$ cat src/sv/bwlv_pkg.sv
// Shared widths, reset values and filter coefficients for the low-pass/velocity block.
package bwlv_pkg;

  localparam int PosW            = 32;  // Q16.16 position and velocity fields
  localparam int SrW             = 16;  // sample rate register
  localparam int HistW           = 48;  // filter output history entries
  localparam int FilterOrder     = 4;
  localparam int FracBitsDefault = 16;

  localparam logic [SrW-1:0] SampleRateReset = SrW'(100);

  // Q2.30 constants: reciprocal of the filter gain and the feedback taps (magnitudes)
  localparam logic [31:0] InvGainQ30 = 32'd261359796;
  localparam logic [31:0] FbCoefQ30 [FilterOrder] = '{
    32'd64248658, 32'd416143486, 32'd1161122937, 32'd1466499822
  };

  // Round a Q2.30 constant half up to frac fraction bits.
  function automatic logic [31:0] qcoef(input logic [31:0] c30, input int frac);
    logic [32:0] sum;
    sum = {1'b0, c30} + (33'd1 << (29 - frac));
    return 32'(sum >> (30 - frac));
  endfunction

endpackage

$ cat src/sv/bwlv_vel.sv
// x velocity: first difference times sample rate, averaged with the previous one.
module bwlv_vel (
  input  logic                            clk_i,
  input  logic                            rst_ni,
  input  logic                            adv_i,
  input  logic signed [bwlv_pkg::PosW-1:0] pos_x_i,
  input  logic        [bwlv_pkg::SrW-1:0]  sample_rate_i,
  output logic signed [bwlv_pkg::PosW-1:0] velocity_x_o
);
  import bwlv_pkg::*;

  localparam int DiffW = PosW + 1;
  localparam int ProdW = DiffW + SrW + 1;

  localparam logic signed [PosW-1:0] S32Max = $signed({1'b0, {(PosW-1){1'b1}}});
  localparam logic signed [PosW-1:0] S32Min = $signed({1'b1, {(PosW-1){1'b0}}});

  logic signed [PosW-1:0]  prev_x_q;
  logic signed [PosW-1:0]  prev_rate_q;
  logic signed [DiffW-1:0] diff;
  logic signed [ProdW-1:0] prod;
  logic signed [PosW-1:0]  rate;
  logic signed [DiffW-1:0] sum;
  logic signed [DiffW-1:0] sum_adj;

  always_comb begin
    diff = DiffW'(pos_x_i) - DiffW'(prev_x_q);
    prod = ProdW'(diff) * ProdW'($signed({1'b0, sample_rate_i}));
    if (prod[ProdW-1:PosW-1] == '0 || prod[ProdW-1:PosW-1] == '1) begin
      rate = prod[PosW-1:0];
    end else begin
      rate = prod[ProdW-1] ? S32Min : S32Max;
    end
    sum = DiffW'(rate) + DiffW'(prev_rate_q);
    // halve toward zero: bias negative sums by one before the shift
    sum_adj = sum + DiffW'(sum[DiffW-1]);
    velocity_x_o = sum_adj[DiffW-1:1];
  end

  always_ff @(posedge clk_i or negedge rst_ni) begin
    if (!rst_ni) begin
      prev_x_q    <= '0;
      prev_rate_q <= '0;
    end else if (adv_i) begin
      prev_x_q    <= pos_x_i;
      prev_rate_q <= rate;
    end
  end

endmodule

$ cat config.mk
export PLATFORM = sky130hd
export DESIGN_NAME = bwlv_vel
export DESIGN_NICKNAME = d
export VERILOG_FILES = /design/src/sv/bwlv_pkg.sv /design/src/sv/bwlv_vel.sv
export SDC_FILE = /design/constraint.sdc
export NUM_CORES = 2
export LEC_CHECK = 0
export BUFFER_PORTS_ARGS = -buffer_cell sky130_fd_sc_hd__buf_2
export CAP_MARGIN = 0
export CELL_PAD_IN_SITES_DETAIL_PLACEMENT = 0
export CELL_PAD_IN_SITES_GLOBAL_PLACEMENT = 2
export CORE_UTILIZATION = 44
export DETAILED_ROUTE_END_ITERATION = 6
export PLACE_DENSITY = 0.88
export SYNTH_ARGS = -nofsm -noshare
export SYNTH_HDL_FRONTEND = slang
export SYNTH_SLANG_ARGS = --single-unit
$ cat constraint.sdc
create_clock -name clk_i -period 43.2 [get_ports clk_i]
set_input_delay 8.64 -clock clk_i [delete_from_list [all_inputs] [get_ports clk_i]]
set_output_delay 8.64 -clock clk_i [all_outputs]
set_load 0.005 [all_outputs]
==> results.md <==
- Most used cell, CP: fa_1
- Netlist cell types: 76
- Area share of xor/xnor cells in the synthesized design: 4.20%
- GP Congestion: 0.893
- EDFF count, synth: 0
- Final setup margin: 10.86 ns
- Rows: 88
- CP max stage delay: 0.88 ns
- PostCTS Resize Cnt: 0
- Mapped Cells: 3096
- Worst hold slack: 0.491 ns
- GR Util All Layers: 24.9%
- Critical Path End Type: output pin
- Hold Fails Final Rpt: 0
- Fill count: 5807
- Crit start category: primary input
- Fraction of registers with async set or reset after synthesis: 100%
- Via count: 20700
- # IOs: 83
- N_diodes: 0
- CP Class: in2out
- Share of the synthesized area in the top cell type: 39.1%
- WP buf/inv: 7
- Status: finished, final reports clean
- DRT antenna net count: 0
- RSZ-0062 raised after global routing: no
- Core area: 0.0579 mm²
- GR Util met2: 42.6%
- Die height: 245 µm
- Vias in the first global route: 22600
- Syn_area_per_cell: 8.36 µm²
- Clk slew on worst S/H paths: 0.06 ns
- Synth Register Bits: 64
- Clock Tree Buf Depth: 2
- Synth Area in Compound Gates: 11.3%
- NumNets Final: 3820
- Global-route wire length before repair: 119000 µm
- Clock Root Buffer: clkbuf_16
- Final Skew: 0.0108 ns
- Initial core utilization: 44.7%
- Met3 Usage GRT: 3.13%
- DRT iter0 DRCs: 1110
- Max_cap viols: 0
- Post-synth top area cell: fa_1
- Worst slew pin tran: 1.11 ns
- Total grt overflow: 0
- Layout cells sized above 1: 5.15%
- Synth Area in Adders: 47.9%
- Post-synthesis simple-gate area fraction: 18.6%
- CTS tree: yes
- # H-tree levels: 3
- Fmax: 30.9 MHz
- CTS Hold Bufs: 0
- CP Max Fanout: 24
- Die Wd: 245 µm
- Final Cycle Share: 74.9%
- CTS Buf Count: 9
- DR pass1 iterations: 5
- Post-route cell area: 0.0273 mm²
- Setup TNS: 0 ns
- Total wire length: 69700 µm
- Area grow syn2layout: 5.50%
- Average routed wire per standard cell: 18.1 µm
- Total setup buffers inserted after CTS: 0
- Top delay family on crit path: simple AND/OR/NAND/NOR gates
- Slew headroom: 25.8%
- Synth area leaders: fa_1 (39%), inv_1 (9.6%), ha_1 (8.8%)
- Worst Path Arrival: 23.70 ns
- Net Count, Synth: 3835
- CTS sink count: 64
- Post-synth top flop: dfrtp_1
- Max Transition Viols Final: 0
- Die area: 0.0598 mm²
- DRC Markers: 0
- Mux share of post-synthesis cell area: 0.164%
- GRT Max-Usage Layer: met2
- Via density per instance: 5.37
- Syn Std Cell Area: 0.0259 mm²
- Clk_lat worst skew: 0.36 ns
- Placed inst area: 0.0270 mm²
- Grt met1 use: 33.1%
- Hold Crit Class: reg2reg
- Largest family of logic cells by synthesized area: adder cells
- Initial antenna violation count: 0
- PortBufs: 82
- Dpl ws: 11.08 ns
- Pin count of the biggest net entering global routing: 69
- Worst EP required: 34.56 ns
- Fin crit period: 32.34 ns
- Highest-delay cell along the critical path: or4_1
- Final Setup Violations: 0
- Final HPWL DP: 56700 µm
- Yosys warns: 0
- Seq/Total Area, Yosys: 6.19%
## metrics by stage
step | cells | util (%)
after floorplan | 3096 | -
after global placement | 3835 | 46.6
after detailed placement | 3835 | 46.6
after CTS | 3851 | 47.1
after global routing | 3851 | 47.1
final | 3851 | 47.1
## placed cells by master, fill, tap and decap left out, drive strengths merged, types with 7 or more instances in the layout
cell type,instances
a21o,55
nor3,33
a311oi,8
nor3b,8
o311ai,9
or3,15
nor4,10
nand4,21
o21ai,97
a31oi,37
nand2,417
ha,183
a211o,8
xnor2,79
o31ai,7
fa,505
dfrtp,64
o21a,18
a21oi,101
nand3,36
xor2,45
a211oi,20
a31o,7
nand2b,17
and3,16
inv,660
clkbuf,12
buf,109
nor2b,34
or2,7
o21bai,13
a21boi,7
nor2,97
and2,245
o211ai,13
## worst paths after layout
check	from	cells after the start	endpoint	slack, ns
max	pos_x_i[0]	48	velocity_x_o[27]	10.86
min	prev_rate_q[31]	1	prev_rate_q[31]	0.49
max reg2reg	prev_x_q[0]	33	prev_rate_q[29]	31.43
min reg2reg	prev_rate_q[31]	1	prev_rate_q[31]	0.49
max in group asynchronous	rst_ni	2	prev_rate_q[27]	34.05
min in group asynchronous	rst_ni	2	prev_x_q[11]	8.50
## cells by family after synthesis
kind of cell	count (synthesis)
multiplexers	4
flip-flops	64
XOR/XNOR	124
AND/OR/NAND/NOR	978
AO/OA/AOI/OAI	443
buffers and inverters	795
adder cells (fa/ha/maj)	688
## layer usage
| metal | vias up | wire [µm] |
|---|---|---|
| met5 | - | 0 |
| met4 | 0 | 1560 |
| met3 | 87 | 3110 |
| met2 | 468 | 33600 |
| met1 | 10600 | 31500 |
| li1 | 9543 | - |
## registers in the layout, summed over array words and instances, names as in the netlist
name	count
prev_rate_q	32
prev_x_q	32
## cell type report
class	instances	area [µm²]	area share, %
clock buffer	12	246	0.903
tap	765	957	3.51
timing repair buffer	109	616	2.25
sequential	64	1600	5.87
multi-input combinational	2237	21400	78.2
inverter	660	2480	9.07
clock inverter	4	53.8	0.197
## synthesized netlist by cell type, drive strengths merged (8+ instances only)
| cell type | count |
|---|---|
| nand4 | 21 |
| a311oi | 8 |
| nand3 | 36 |
| nor2 | 97 |
| xnor2 | 79 |
| xor2 | 45 |
| and2 | 245 |
| o21bai | 13 |
| clkbuf | 121 |
| nor3b | 8 |
| o311ai | 9 |
| nand2 | 417 |
| o211ai | 13 |
| nor3 | 33 |
| a21oi | 101 |
| and3 | 16 |
| fa | 505 |
| a211oi | 20 |
| nor2b | 34 |
| nor4 | 10 |
| a31oi | 37 |
| a211o | 8 |
| ha | 183 |
| dfrtp | 64 |
| a21o | 55 |
| nand2b | 17 |
| o21a | 18 |
| buf | 14 |
| o21ai | 97 |
| or3 | 15 |
| inv | 660 |
Power is not shown: default switching activity piles up to over one toggle a cycle in this logic, so the estimate is an artifact.
